File: config.mk
export PLATFORM = sky130hd
export DESIGN_NAME = json_byte_tokenizer_core
export DESIGN_NICKNAME = d
export VERILOG_FILES = /design/src/sv/jbt_pkg.sv /design/src/sv/jbt_lexer.sv /design/src/sv/jbt_queue.sv /design/src/sv/jbt_emitter.sv /design/src/sv/json_byte_tokenizer_core.sv
export SDC_FILE = /design/constraint.sdc
export NUM_CORES = 1
export LEC_CHECK = 0
export BUFFER_PORTS_ARGS = -buffer_cell sky130_fd_sc_hd__clkbuf_2
export CAP_MARGIN = 0
export CELL_PAD_IN_SITES_DETAIL_PLACEMENT = 1
export CELL_PAD_IN_SITES_GLOBAL_PLACEMENT = 1
export CORE_MARGIN = 8
export CORE_UTILIZATION = 35
export DETAILED_ROUTE_END_ITERATION = 16
export PLACE_DENSITY_LB_ADDON = 0.1
export SLEW_MARGIN = 20
export SYNTH_ARGS = -nofsm -noshare
export SYNTH_HDL_FRONTEND = slang
export SYNTH_SLANG_ARGS = --single-unit
export TNS_END_PERCENT = 50
File: constraint.sdc
create_clock -name clk_i -period 15.9 [get_ports clk_i]
set_input_delay 4.77 -clock clk_i [delete_from_list [all_inputs] [get_ports clk_i]]
set_output_delay 4.77 -clock clk_i [all_outputs]
set_load 0.02 [all_outputs]
File: src/sv/jbt_pkg.sv
// Shared types and constants of the JSON byte tokenizer.
package jbt_pkg;

  localparam int unsigned PosBits = 24;

  typedef logic [PosBits-1:0] pos_t;

  typedef enum logic [3:0] {
    TokUnknown  = 4'd0,
    TokEnd      = 4'd1,
    TokLBrace   = 4'd2,
    TokRBrace   = 4'd3,
    TokLBracket = 4'd4,
    TokRBracket = 4'd5,
    TokComma    = 4'd6,
    TokColon    = 4'd7,
    TokTrue     = 4'd8,
    TokFalse    = 4'd9,
    TokNull     = 4'd10,
    TokString   = 4'd11
  } tok_kind_e;

  typedef enum logic [2:0] {
    ErrNone         = 3'd0,
    ErrUnterminated = 3'd1,
    ErrBadUnicode   = 3'd2,
    ErrBadEscape    = 3'd3,
    ErrBadKeyword   = 3'd4,
    ErrUnknownChar  = 3'd5
  } tok_err_e;

  typedef struct packed {
    tok_kind_e kind;
    tok_err_e  err;
    pos_t      start;
    pos_t      len;
    pos_t      line;
    pos_t      col;
  } tok_t;

  // All tokens caused by one input byte; tok1 is valid only when two is set.
  typedef struct packed {
    logic two;
    tok_t tok0;
    tok_t tok1;
  } tok_pair_t;

endpackage

File: src/sv/jbt_lexer.sv
// Front end: accepts bytes, tracks lexer state and builds the tokens of each byte.
module jbt_lexer import jbt_pkg::*; (
  input  logic      clk_i,
  input  logic      rst_ni,
  input  logic      in_valid_i,
  output logic      in_ready_o,
  input  logic [7:0] in_byte_i,
  input  logic      in_end_i,
  input  logic      push_ready_i,
  output logic      push_valid_o,
  output tok_pair_t push_data_o
);

  localparam logic [2:0] ModeIdle    = 3'd0;
  localparam logic [2:0] ModeAfterCr = 3'd1;
  localparam logic [2:0] ModeKeyword = 3'd2;
  localparam logic [2:0] ModeString  = 3'd3;
  localparam logic [2:0] ModeEscape  = 3'd4;
  localparam logic [2:0] ModeHex     = 3'd5;

  localparam logic [7:0] ChQuote  = 8'h22;
  localparam logic [7:0] ChBslash = 8'h5C;
  localparam logic [7:0] ChLowU   = 8'h75;
  localparam logic [7:0] ChCr     = 8'h0D;
  localparam logic [7:0] ChLf     = 8'h0A;
  localparam logic [7:0] ChSpace  = 8'h20;
  localparam pos_t       PosMax   = '1;

  logic [2:0] mode_q, mode_d;
  logic [1:0] hex_q, hex_d;
  logic [2:0] cand_q, cand_d;
  logic [2:0] lett_q, lett_d;
  tok_err_e   perr_q, perr_d;
  pos_t       so_q, so_d;
  pos_t       sl_q, sl_d;
  pos_t       sc_q, sc_d;
  pos_t       bp_q, bp_d;
  pos_t       ln_q, ln_d;
  pos_t       cl_q, cl_d;

  logic       accept;
  logic [1:0] cnt;
  tok_t       t0, t1;
  logic       done;
  tok_kind_e  kwk;
  tok_err_e   kwe;
  tok_kind_e  pk;

  function automatic pos_t sat_inc(pos_t v);
    return (v == PosMax) ? PosMax : v + pos_t'(1);
  endfunction

  function automatic logic is_letter(logic [7:0] c);
    return (c >= 8'h61 && c <= 8'h7A) || (c >= 8'h41 && c <= 8'h5A);
  endfunction

  function automatic logic is_hex(logic [7:0] c);
    return (c >= 8'h30 && c <= 8'h39) || (c >= 8'h61 && c <= 8'h66) ||
           (c >= 8'h41 && c <= 8'h46);
  endfunction

  function automatic logic is_simple_esc(logic [7:0] c);
    return c == 8'h62 || c == 8'h66 || c == 8'h6E || c == 8'h72 || c == 8'h74 ||
           c == ChBslash || c == ChQuote || c == 8'h27;
  endfunction

  function automatic logic [2:0] kw_len(logic [1:0] k);
    return (k == 2'd1) ? 3'd5 : 3'd4;
  endfunction

  function automatic tok_kind_e kw_kind(logic [1:0] k);
    tok_kind_e r;
    unique case (k)
      2'd0:    r = TokTrue;
      2'd1:    r = TokFalse;
      default: r = TokNull;
    endcase
    return r;
  endfunction

  function automatic logic [7:0] kw_char(logic [1:0] k, logic [2:0] idx);
    logic [39:0] w;
    unique case (k)
      2'd0:    w = {8'h00, 8'h65, 8'h75, 8'h72, 8'h74};
      2'd1:    w = {8'h65, 8'h73, 8'h6C, 8'h61, 8'h66};
      default: w = {8'h00, 8'h6C, 8'h6C, 8'h75, 8'h6E};
    endcase
    return (idx < 3'd5) ? w[idx*8 +: 8] : 8'h00;
  endfunction

  function automatic logic [2:0] kw_step(logic [2:0] cand, logic [2:0] lett,
                                         logic [7:0] c);
    logic [2:0] r;
    r = cand;
    for (int k = 0; k < 3; k++) begin
      if (lett >= kw_len(2'(k)) || kw_char(2'(k), lett) != c) begin
        r[k] = 1'b0;
      end
    end
    return r;
  endfunction

  function automatic tok_t make_tok(tok_kind_e kind, tok_err_e err, pos_t so, pos_t bp,
                                    pos_t sl, pos_t sc);
    tok_t t;
    t.kind  = kind;
    t.err   = err;
    t.start = so;
    t.len   = bp - so;
    t.line  = sl;
    t.col   = sc;
    return t;
  endfunction

  assign accept     = in_valid_i && push_ready_i;
  assign in_ready_o = push_ready_i;

  always_comb begin
    mode_d = mode_q;
    hex_d  = hex_q;
    cand_d = cand_q;
    lett_d = lett_q;
    perr_d = perr_q;
    so_d   = so_q;
    sl_d   = sl_q;
    sc_d   = sc_q;
    bp_d   = bp_q;
    ln_d   = ln_q;
    cl_d   = cl_q;
    cnt    = 2'd0;
    t0     = '0;
    t1     = '0;
    done   = 1'b0;
    pk     = TokUnknown;

    kwk = TokUnknown;
    kwe = ErrBadKeyword;
    for (int k = 0; k < 3; k++) begin
      if (kwk == TokUnknown && cand_q[k] && lett_q == kw_len(2'(k))) begin
        kwk = kw_kind(2'(k));
        kwe = perr_q;
      end
    end

    if (in_end_i) begin
      if (mode_q == ModeKeyword) begin
        t0  = make_tok(kwk, kwe, so_q, bp_q, sl_q, sc_q);
        cnt = 2'd1;
      end else if (mode_q == ModeString || mode_q == ModeEscape || mode_q == ModeHex) begin
        t0  = make_tok(TokString, ErrUnterminated, so_q, bp_q, sl_q, sc_q);
        cnt = 2'd1;
      end
      if (cnt == 2'd0) begin
        t0 = make_tok(TokEnd, ErrNone, bp_q, bp_q, ln_q, cl_q);
      end else begin
        t1 = make_tok(TokEnd, ErrNone, bp_q, bp_q, ln_q, cl_q);
      end
      cnt    = cnt + 2'd1;
      mode_d = ModeIdle;
      hex_d  = '0;
      cand_d = '1;
      lett_d = '0;
      perr_d = ErrNone;
      so_d   = '0;
      sl_d   = pos_t'(1);
      sc_d   = '0;
      bp_d   = '0;
      ln_d   = pos_t'(1);
      cl_d   = '0;
    end else begin
      if (mode_d == ModeHex && !is_hex(in_byte_i)) begin
        perr_d = ErrBadUnicode;
        hex_d  = '0;
        mode_d = ModeString;
      end
      if (mode_d == ModeKeyword && !is_letter(in_byte_i)) begin
        t0     = make_tok(kwk, kwe, so_d, bp_d, sl_d, sc_d);
        cnt    = 2'd1;
        mode_d = ModeIdle;
      end else if (mode_d == ModeString && in_byte_i == ChLf) begin
        t0     = make_tok(TokString, ErrUnterminated, so_d, bp_d, sl_d, sc_d);
        cnt    = 2'd1;
        mode_d = ModeIdle;
      end else if (mode_d == ModeAfterCr) begin
        mode_d = ModeIdle;
        if (in_byte_i == ChLf) begin
          bp_d = sat_inc(bp_d);
          ln_d = sat_inc(ln_d);
          cl_d = pos_t'(1);
          done = 1'b1;
        end
      end

      if (!done) begin
        unique case (mode_d)
          ModeKeyword: begin
            bp_d   = sat_inc(bp_d);
            cl_d   = sat_inc(cl_d);
            cand_d = kw_step(cand_d, lett_d, in_byte_i);
            if (lett_d < 3'd7) begin
              lett_d = lett_d + 3'd1;
            end
          end
          ModeString: begin
            bp_d = sat_inc(bp_d);
            cl_d = sat_inc(cl_d);
            if (in_byte_i == ChQuote) begin
              t0     = make_tok(TokString, perr_d, so_d, bp_d, sl_d, sc_d);
              cnt    = 2'd1;
              mode_d = ModeIdle;
            end else if (in_byte_i == ChBslash) begin
              mode_d = ModeEscape;
            end
          end
          ModeEscape: begin
            bp_d = sat_inc(bp_d);
            cl_d = sat_inc(cl_d);
            if (is_simple_esc(in_byte_i)) begin
              mode_d = ModeString;
            end else if (in_byte_i == ChLowU) begin
              hex_d  = '0;
              mode_d = ModeHex;
            end else begin
              perr_d = ErrBadEscape;
              mode_d = ModeString;
            end
          end
          ModeHex: begin
            bp_d = sat_inc(bp_d);
            cl_d = sat_inc(cl_d);
            if (hex_d == 2'd3) begin
              hex_d  = '0;
              mode_d = ModeString;
            end else begin
              hex_d = hex_d + 2'd1;
            end
          end
          default: begin
            mode_d = ModeIdle;
            if (in_byte_i == ChSpace) begin
              bp_d = sat_inc(bp_d);
              cl_d = sat_inc(cl_d);
            end else if (in_byte_i == ChCr) begin
              bp_d   = sat_inc(bp_d);
              cl_d   = sat_inc(cl_d);
              mode_d = ModeAfterCr;
            end else if (in_byte_i == ChLf) begin
              bp_d = sat_inc(bp_d);
              ln_d = sat_inc(ln_d);
              cl_d = pos_t'(1);
            end else begin
              so_d   = bp_d;
              sl_d   = ln_d;
              sc_d   = cl_d;
              perr_d = ErrNone;
              bp_d   = sat_inc(bp_d);
              cl_d   = sat_inc(cl_d);
              case (in_byte_i)
                8'h7B:   pk = TokLBrace;
                8'h7D:   pk = TokRBrace;
                8'h5B:   pk = TokLBracket;
                8'h5D:   pk = TokRBracket;
                8'h2C:   pk = TokComma;
                8'h3A:   pk = TokColon;
                default: pk = TokUnknown;
              endcase
              if (pk != TokUnknown || (in_byte_i != ChQuote && !is_letter(in_byte_i))) begin
                if (cnt == 2'd0) begin
                  t0 = make_tok(pk, (pk == TokUnknown) ? ErrUnknownChar : ErrNone,
                                so_d, bp_d, sl_d, sc_d);
                end else begin
                  t1 = make_tok(pk, (pk == TokUnknown) ? ErrUnknownChar : ErrNone,
                                so_d, bp_d, sl_d, sc_d);
                end
                cnt = cnt + 2'd1;
              end else if (in_byte_i == ChQuote) begin
                mode_d = ModeString;
              end else begin
                cand_d = kw_step(3'b111, 3'd0, in_byte_i);
                lett_d = 3'd1;
                mode_d = ModeKeyword;
              end
            end
          end
        endcase
      end
    end
  end

  assign push_valid_o     = accept && (cnt != 2'd0);
  assign push_data_o.two  = (cnt == 2'd2);
  assign push_data_o.tok0 = t0;
  assign push_data_o.tok1 = t1;

  always_ff @(posedge clk_i or negedge rst_ni) begin
    if (!rst_ni) begin
      mode_q <= ModeIdle;
      hex_q  <= '0;
      cand_q <= '1;
      lett_q <= '0;
      perr_q <= ErrNone;
      so_q   <= '0;
      sl_q   <= pos_t'(1);
      sc_q   <= '0;
      bp_q   <= '0;
      ln_q   <= pos_t'(1);
      cl_q   <= '0;
    end else if (accept) begin
      mode_q <= mode_d;
      hex_q  <= hex_d;
      cand_q <= cand_d;
      lett_q <= lett_d;
      perr_q <= perr_d;
      so_q   <= so_d;
      sl_q   <= sl_d;
      sc_q   <= sc_d;
      bp_q   <= bp_d;
      ln_q   <= ln_d;
      cl_q   <= cl_d;
    end
  end

  a_end_resets: assert property (@(posedge clk_i) disable iff (!rst_ni)
    (accept && in_end_i) |=> (mode_q == ModeIdle && bp_q == '0 && ln_q == pos_t'(1)))
    else $error("state not cleared after end of document");

  a_hex_only_in_hex: assert property (@(posedge clk_i) disable iff (!rst_ni)
    (hex_q != 2'd0) |-> (mode_q == ModeHex))
    else $error("hex digit count outside a unicode escape");

  a_end_always_emits: assert property (@(posedge clk_i) disable iff (!rst_ni)
    (accept && in_end_i) |-> push_valid_o)
    else $error("end of document produced no end token");

endmodule

File: src/sv/jbt_queue.sv
// Short token queue between the lexer and the output stage.
module jbt_queue import jbt_pkg::*; (
  input  logic      clk_i,
  input  logic      rst_ni,
  input  logic      push_i,
  input  tok_pair_t push_data_i,
  output logic      push_ready_o,
  input  logic      pop_i,
  output logic      head_valid_o,
  output tok_pair_t head_data_o
);

  localparam int unsigned Depth   = 4;
  localparam int unsigned PtrBits = $clog2(Depth);

  tok_pair_t           mem_q [Depth];
  logic [PtrBits-1:0]  wr_ptr_q, rd_ptr_q;
  logic [PtrBits:0]    cnt_q;
  logic                do_push, do_pop;

  assign push_ready_o = (cnt_q != (PtrBits+1)'(Depth));
  assign head_valid_o = (cnt_q != '0);
  assign head_data_o  = mem_q[rd_ptr_q];
  assign do_push      = push_i && push_ready_o;
  assign do_pop       = pop_i && head_valid_o;

  always_ff @(posedge clk_i) begin
    if (do_push) begin
      mem_q[wr_ptr_q] <= push_data_i;
    end
  end

  always_ff @(posedge clk_i or negedge rst_ni) begin
    if (!rst_ni) begin
      wr_ptr_q <= '0;
      rd_ptr_q <= '0;
      cnt_q    <= '0;
    end else begin
      if (do_push) begin
        wr_ptr_q <= wr_ptr_q + PtrBits'(1);
      end
      if (do_pop) begin
        rd_ptr_q <= rd_ptr_q + PtrBits'(1);
      end
      if (do_push && !do_pop) begin
        cnt_q <= cnt_q + (PtrBits+1)'(1);
      end else if (!do_push && do_pop) begin
        cnt_q <= cnt_q - (PtrBits+1)'(1);
      end
    end
  end

  a_cnt_bound: assert property (@(posedge clk_i) disable iff (!rst_ni)
    cnt_q <= (PtrBits+1)'(Depth))
    else $error("queue fill count beyond its depth");

  a_no_overflow: assert property (@(posedge clk_i) disable iff (!rst_ni)
    push_i |-> push_ready_o)
    else $error("push into a full queue");

  a_ptr_match: assert property (@(posedge clk_i) disable iff (!rst_ni)
    (cnt_q == '0) |-> (wr_ptr_q == rd_ptr_q))
    else $error("queue pointers disagree while empty");

endmodule

File: src/sv/jbt_emitter.sv
// Back end: sends the one or two tokens of each queue entry as separate transfers.
module jbt_emitter import jbt_pkg::*; (
  input  logic      clk_i,
  input  logic      rst_ni,
  input  logic      head_valid_i,
  input  tok_pair_t head_data_i,
  output logic      pop_o,
  output logic      out_valid_o,
  input  logic      out_ready_i,
  output tok_t      out_tok_o,
  output logic      out_last_o
);

  logic sel_q;
  logic fire;

  assign out_valid_o = head_valid_i;
  assign out_tok_o   = sel_q ? head_data_i.tok1 : head_data_i.tok0;
  assign out_last_o  = !head_data_i.two || sel_q;
  assign fire        = head_valid_i && out_ready_i;
  assign pop_o       = fire && out_last_o;

  always_ff @(posedge clk_i or negedge rst_ni) begin
    if (!rst_ni) begin
      sel_q <= 1'b0;
    end else if (fire) begin
      sel_q <= !out_last_o;
    end
  end

  a_sel_needs_pair: assert property (@(posedge clk_i) disable iff (!rst_ni)
    sel_q |-> (head_valid_i && head_data_i.two))
    else $error("second token selected without a two-token entry");

  a_pop_only_last: assert property (@(posedge clk_i) disable iff (!rst_ni)
    pop_o |-> (fire && out_last_o))
    else $error("entry released before its last token");

  a_second_follows: assert property (@(posedge clk_i) disable iff (!rst_ni)
    (fire && !out_last_o) |=> (sel_q && head_valid_i))
    else $error("second token of an entry lost");

endmodule

File: src/sv/json_byte_tokenizer_core.sv
// Top level of the JSON byte tokenizer: lexer, token queue and output stage.
// The block takes one byte of JSON text per transfer on the slave side, at up to one byte
// per clock cycle, with tlast marking the end of a document (its data byte is ignored).
// Each byte is classified in the cycle it is accepted; the tokens it completes go into a
// four-entry registered queue and leave on the master side one token per transfer. A byte
// that completes two tokens (a keyword ended by punctuation or an unknown character, or the
// end of document after a pending token) occupies the output for two transfers, so the
// sustained rate is one byte per cycle as long as tokens leave at least as fast as they
// are made; otherwise the queue fills and tready drops. tlast on the master side marks the
// last token caused by one input byte. Positions, lines and columns saturate at 2^24-1.
module json_byte_tokenizer_core import jbt_pkg::*; (
  input  logic         clk_i,
  input  logic         rst_ni,
  input  logic         s_tvalid_i,
  output logic         s_tready_o,
  input  logic [7:0]   s_tdata_i,   // data_byte
  input  logic         s_tlast_i,   // end_of_input
  output logic         m_tvalid_o,
  input  logic         m_tready_i,
  // token_type[3:0], error_code[6:4], start_index[30:7], token_length[54:31],
  // start_line[78:55], start_column[102:79], zero pad[103]
  output logic [103:0] m_tdata_o,
  output logic         m_tlast_o    // last_of_run
);

  logic      push_valid, push_ready, pop, head_valid;
  tok_pair_t push_data, head_data;
  tok_t      out_tok;

  jbt_lexer u_lexer (
    .clk_i        (clk_i),
    .rst_ni       (rst_ni),
    .in_valid_i   (s_tvalid_i),
    .in_ready_o   (s_tready_o),
    .in_byte_i    (s_tdata_i),
    .in_end_i     (s_tlast_i),
    .push_ready_i (push_ready),
    .push_valid_o (push_valid),
    .push_data_o  (push_data)
  );

  jbt_queue u_queue (
    .clk_i        (clk_i),
    .rst_ni       (rst_ni),
    .push_i       (push_valid),
    .push_data_i  (push_data),
    .push_ready_o (push_ready),
    .pop_i        (pop),
    .head_valid_o (head_valid),
    .head_data_o  (head_data)
  );

  jbt_emitter u_emitter (
    .clk_i        (clk_i),
    .rst_ni       (rst_ni),
    .head_valid_i (head_valid),
    .head_data_i  (head_data),
    .pop_o        (pop),
    .out_valid_o  (m_tvalid_o),
    .out_ready_i  (m_tready_i),
    .out_tok_o    (out_tok),
    .out_last_o   (m_tlast_o)
  );

  assign m_tdata_o = {1'b0, out_tok.col, out_tok.line, out_tok.len, out_tok.start,
                      out_tok.err, out_tok.kind};

endmodule

* Word-level counts from Yosys, hierarchy flattened
Memory sizes are Yosys's and may differ from the RTL's.
Index checks and enable logic that the tools add are counted.
** Storage, ports and cells
- Bits in registers :: 166
- Bits in writable memories :: 828
- Bits of input ports :: 13
- Output and inout port bits :: 107
- Logic and storage cells :: 382
- Memories kept :: 1
** Memory list
- u_queue.mem_q :: depth 4, bits a word 207, read ports 1, clocked after memory_dff 0, wr ports 1, RTL line jbt_queue.sv:16 : tok_pair_t mem_q [Depth];
** Operators by class
- Add/sub/neg operators :: 17
- Order comparisons :: 12
- Eq/ne operators :: 61
- Shifts and indexed selects :: 3
- Multiplexer cells :: 208
- Reduce and logical (&&, ||, !) cells :: 63
** Operators with widths (number)
- $mux W103 :: 22
- $mux W24 :: 52
- $mux W40 :: 9
- $mux W8 :: 27
- $pmux W103 S2 :: 1
- $mux W3 :: 46
- $add A24 B1 Y24 const B :: 5
- $eq A24 B24 Y1 const B :: 5
- $shiftx A40 B7 Y8 :: 3
- $mux W100 :: 1
- $sub A24 B24 Y24 :: 4
- $eq A8 B7 Y1 const B :: 11
- $ne A8 B8 Y1 :: 6
- $eq A8 B6 Y1 const B :: 5
- $mux W2 :: 18
- $mux W4 :: 9
- $reduce_and A9 Y1 :: 4
- $le A8 B7 Y1 const B :: 4
- $logic_and A1 B1 Y1 :: 22
- $eq A3 B2 Y1 const B :: 6
- $eq A3 B3 Y1 const B :: 6
- $ne A3 B3 Y1 const B :: 6
- $pmux W3 S2 :: 3
- $pmux W3 S6 :: 1
- other kinds (28) :: 88

* Longest topological paths before layout
- Depth after elaboration :: 37
- Mapped depth :: 32
- Gate-level depth less buffers :: 27

* Hierarchy
A second synthesis with hierarchy kept.
** Second synthesis, totals
- Cells, all modules :: 3794
- Area, all modules :: 49576.3 sq um
** By module, submodules not included
- jbt_queue :: instances 1, cells an instance 1116, area each 30192.7 sq um, seq. area each 25039.0 sq um
- jbt_lexer :: instances 1, cells an instance 2554, area each 17863.4 sq um, seq. area each 3960.0 sq um
- jbt_emitter :: instances 1, cells an instance 122, area each 1508.9 sq um, seq. area each 25.0 sq um
- json_byte_tokenizer_core :: instances 1, cells an instance 2, area each 11.3 sq um, seq. area each 0.0 sq um

* Least setup slack after synthesis
OpenSTA, ideal clock, no wires.
- Kind :: input to register
- From :: in s_tdata_i[5]
- To :: mem u_queue.mem_q[0][0] (netlist bit), enable pin
- Setup time :: 0.590 ns
- Data arrival time :: 12.539 ns
- Required time :: 15.310 ns
- Path slack :: 2.772 ns
- Stages on the path :: 16
- Buffers on the path :: 2
- Path through :: buf_4 > or3b_2 > or3b_1 > nand4_1 > nand2_1 > nand2_1 > nor2_1 > nor2_1 > inv_2 > buf_1 > ha_1 > nor2_1 > a211oi_1 > nor3_1 > a21oi_1 > and2_1
** On the way
- Word-level cells in the longest chain between the ends :: 26
- Elaborated cells between the ends (all ways) :: 78
- Classes of those cells :: add/sub: 1; order compare: 8; eq/ne: 18; mux: 31; reduce/logical: 20
** RTL lines
- start, declared :: RTL line json_byte_tokenizer_core.sv:16 : input logic [7:0] s_tdata_i,
- $ge A8 B6 Y1 (tied with other cells) :: RTL line jbt_lexer.sv:58 : return (c >= 8'h30 && c <= 8'h39) || (c >= 8'h61 && c <= 8'h66) ||
- $logic_and A1 B1 Y1 :: RTL line jbt_lexer.sv:58
- $logic_or A1 B1 Y1 (2 in series) :: RTL line jbt_lexer.sv:58
- $logic_not A1 Y1 :: RTL line jbt_lexer.sv:171 : if (mode_d == ModeHex && !is_hex(in_byte_i)) begin
- $logic_and A1 B1 Y1 :: RTL line jbt_lexer.sv:171
- $mux W3 :: RTL line jbt_lexer.sv:171
- $mux W3 :: RTL line jbt_lexer.sv:145 : if (in_end_i) begin
- $eq A3 B2 Y1 :: RTL line jbt_lexer.sv:180 : end else if (mode_d == ModeString && in_byte_i == ChLf) begin
- [10 not listed]
- $mux W2 (*) :: RTL line jbt_lexer.sv:194 : if (!done) begin
- $mux W2 (*) :: RTL line jbt_lexer.sv:145
- $reduce_bool A2 Y1 (*) :: RTL line jbt_lexer.sv:290 : assign push_valid_o = accept && (cnt != 2'd0);
- $logic_and A1 B1 Y1 (*) :: RTL line jbt_lexer.sv:290
- $logic_and A1 B1 Y1 (*) :: RTL line jbt_queue.sv:24 : assign do_push = push_i && push_ready_o;
- net u_queue.do_push :: RTL line jbt_queue.sv:19 : logic do_push, do_pop;
- $mux W1 (*) :: RTL line jbt_queue.sv:28 : if (do_push) begin
- $mux W1 (implied by the code) (*) :: RTL line jbt_queue.sv:29 : mem_q[wr_ptr_q] <= push_data_i;
- end, declared :: RTL line jbt_queue.sv:16
Mark *: on every way through the listed nets, which the timed path passes. The rest lies on a longest branch. The select of a mux whose other input is x is not followed.

==> key figures <==
Floorplan
  • Die X: 389.9 um
  • Chip height: 389.9 um
  • Io pins: 120
  • Initial Utilization: 35.15%
  • Rows: 137
  • Core Region: 0.1392 sq mm
  • Die Area: 0.1520 sq mm

Setup path
  • Maximum single-stage delay on the critical path: 0.89 ns
  • Critical path required time: 16.42 ns
  • Startpoint Class: input port
  • Most frequent CP cell: buf_4
  • Critical path class: input port to register
  • Critical Path Slowest Stage Cell: or4_1
  • Critical path arrival: 12.34 ns
  • Critical Path End Type: register
  • R2r worst-path depth: 28
  • CP Max Fanout: 35

Clock network
  • H-Tree Level Count: 3
  • CTS tree: done
  • Clk Latency, worst-skew pair: 0.76 ns
  • Clock buffer count from CTS: 111
  • Hold_buf cts: 0
  • Register clock-pin slew on the reported worst setup and hold paths: 0.06 ns
  • # Post-CTS Setup Buffers: 0
  • Clock Tree Root: clkbuf_16
  • CTS Sinks: 982
  • Max Buffers Root-to-Sink: 3
  • Post-cts resize count: 0

Routing
  • WL/cell: 27.03 um
  • Vias/cell: 5.612
  • Drt total wl: 159.2 mm
  • DRC errors left: 0
  • Initial DRC Count: 2142
  • Via Count: 33060
  • Initial DRT Pass Iterations: 5
  • DRT antenna net count: 0

Timing
  • Fin Clk Skew: 0.06661 ns
  • Final period util: 74.32%
  • Final setup fails: 0
  • Unrepaired setup endpoints after global routing: false
  • Max_slew headroom: 22.74%
  • Tightest Pin Transition: 1.147 ns
  • Final hold violation count: 0
  • Final worst slack: 4.083 ns
  • Final slew viol count: 0
  • Max frequency: 84.62 MHz
  • Tmin final: 11.82 ns
  • Final TNS setup: 0 ns

Synthesis
  • Mapped Area: 0.04892 sq mm
  • Yosys top cell by area: edfxtp_1
  • Mean cell area of the mapped netlist: 12.63 sq um
  • Synth Area in Compound Gates: 11.50%
  • Multiplexer share of the synthesized area: 12.10%
  • Post-Synth Adder-Cell Area: 1.964%
  • Most used DFF post-synth: edfxtp_1
  • Largest family of logic cells by synthesized area: multiplexers
  • Most used standard cell by instance count after synthesis: edfxtp_1
  • Post-synth ARST share: 16.90%
  • Top post-synthesis cells by area: edfxtp_1 50%, mux4_2 9.4%, dfrtp_1 8.2%
  • Syn nets: 3961
  • Yosys synthesis warning count: 0
  • Cells after Synth: 3873
  • EDFF count, synth: 816
  • Synthesized flop and latch total: 982
  • Post-synthesis simple-gate area fraction: 11.60%
  • Yosys cell types: 110
  • Xor/xnor cell area share of the yosys netlist: 1.558%
  • Sequential element share of the synthesized area: 58.59%
  • Commonest cells post-synth: 816 x edfxtp_1, 539 x nand2_1, 313 x o21ai_0, 220 x nor2_1, 204 x mux4_2
  • Yosys top cell area share: 50.09%

Global route
  • GRT overflow: 0
  • GRT busiest layer: met2
  • First-pass GRT wire length: 238.0 mm
  • GR Util met3: 2.627%
  • Vias in the first global route: 35080
  • GR Util met1: 27.12%
  • Largest net degree at the start of global routing: 100
  • Met2 usage: 35.49%
  • Initial antenna violation count: 3
  • GRT Util Overall: 20.63%

Pwr
  • Pleak: 19.60 nW
  • Net Switching: 3.304 mW
  • Comb pwr share: 35.2%
  • Cell Pwr Density: 169.5 mW/mm^2
  • Pint: 6.076 mW
  • Fraction of power consumed by sequential logic: 36.8%
  • Sw Share: 35.22%
  • Clock power share: 28.0%
  • Max VDD drop: 0.1206 mV

Layout
  • Util after Layout: 39.76%
  • Post-route cell area: 0.05534 sq mm
  • Synth-to-Final Area Change: 13.12%
  • Fin nets: 4006
  • Finished Layout Cells: 5891
  • Share of layout cells above drive strength 1: 19.31%

Worst hold path
  • WHS Path Cells: 1
  • Hold WC Path Type: register to register

Run
  • MaxCap Viol Count: 0

Place
  • Port buffer count: 118
  • Detail Placement HPWL: 105.2 mm
  • Post-DP Area: 0.05157 sq mm
  • Placed cell count: 5681
  • Placer Congestion: 0.9004
  • Place WS: 3.461 ns

Run status
  • Status: completed
## critical path, delay by kind of cell
kind | cells | cell delay, ns
xor gates and xnor gates | 1 | 0.17
adders and majority gates | 3 | 1.02
buffers and inverters | 4 | 1.33
and+or+nand+nor | 9 | 2.53
AOI/OAI and AO/OA | 12 | 2.46
## cell type report
cell class / count / area [sq um]
Clock inverter: 65 / 773.2
Timing Repair Buffer: 191 / 1175
Multi-Input combinational cell: 2554 / 19090
Tap cell: 1876 / 2347
Clock buffer: 143 / 2988
Fill cell: 14560 / 83850
Sequential cell: 982 / 28680
Inverter: 78 / 294.0
Antenna cell: 2 / 5.005
## through the flow
step	hold slack (ns)	total power [mW]
after CTS	0.4913	9.582
after detailed placement	0.4771	6.908
final	0.4852	9.380
after global placement	0.4732	6.885
after global routing	0.5174	9.864
after floorplan	0.4519	5.784
## layer usage
layer / wire length [um] / vias to the layer above / share of wire, %
li1: - / 14910 / -
met1: 70150 / 17290 / 44
met2: 78670 / 634 / 49
met3: 5022 / 228 / 3.2
met4: 5376 / 0 / 3.4
met5: 0 / - / 0
## state kept, by name (all words and copies together), names as in the netlist
register,flops
u_queue.mem_q,816
u_lexer.bp_q,24
u_lexer.cl_q,24
u_lexer.ln_q,24
u_lexer.sc_q,24
u_lexer.sl_q,24
u_lexer.so_q,24
u_lexer.cand_q,3
u_lexer.lett_q,3
u_lexer.mode_q,3
u_lexer.perr_q,3
u_queue.cnt_q,3
u_lexer.hex_q,2
u_queue.rd_ptr_q,2
u_queue.wr_ptr_q,2
u_emitter.sel_q,1
## layout by cell type (no fill, tap or decap), types with 49 or more instances in the layout
cell       netlist  layout
ha_1            72      72
nor2_1         220     213
xnor2_1         61      61
nand3_1         80      77
edfxtp_1       816     816
o21ai_0        313     313
clkbuf_2         1     116
a21oi_1        160     159
buf_4            6      72
inv_1           76      76
dfrtp_1        161     158
a22o_1          55      55
clkbuf_16        0     111
mux2_2         112     112
nor2b_1         50      49
mux4_2         204     204
nor3_1          57      55
nand2_1        539     537
## final timing paths
path / startpoint / end / slack (ns)
min in group asynchronous: rst_ni / u_lexer.lett_q[2] / 4.06
min: u_lexer.hex_q[1] / u_lexer.hex_q[1] / 0.49
min reg2reg: u_lexer.hex_q[1] / u_lexer.hex_q[1] / 0.49
max reg2reg: u_lexer.bp_q[4] / u_queue.mem_q[2][173] / 7.85
max: s_tdata_i[4] / u_queue.mem_q[2][173] / 4.08
max in group asynchronous: rst_ni / u_lexer.sc_q[9] / 10.46
## power groups by stage
| stage | Sequential, mW | Clock [mW] | Combinational [mW] |
|---|---|---|---|
| after global placement | 3.50 | 0 | 3.38 |
| after floorplan | 3.47 | 0 | 2.31 |
| after global routing | 3.50 | 2.79 | 3.58 |
| after detailed placement | 3.52 | 0 | 3.39 |
| final | 3.45 | 2.63 | 3.30 |
| after CTS | 3.46 | 2.71 | 3.41 |
## cells by family (layout without fill, tap and decap cells)
kind of cell,Yosys count,in the layout
AO/OA/AOI/OAI,873,873
XOR/XNOR,87,87
adder cells (fa/ha/maj),75,75
buffers and inverters,337,477
flip-flops,982,982
multiplexers,322,322
other,1,3
AND/OR/NAND/NOR,1196,1196
Power figures use the tool's default switching activity.
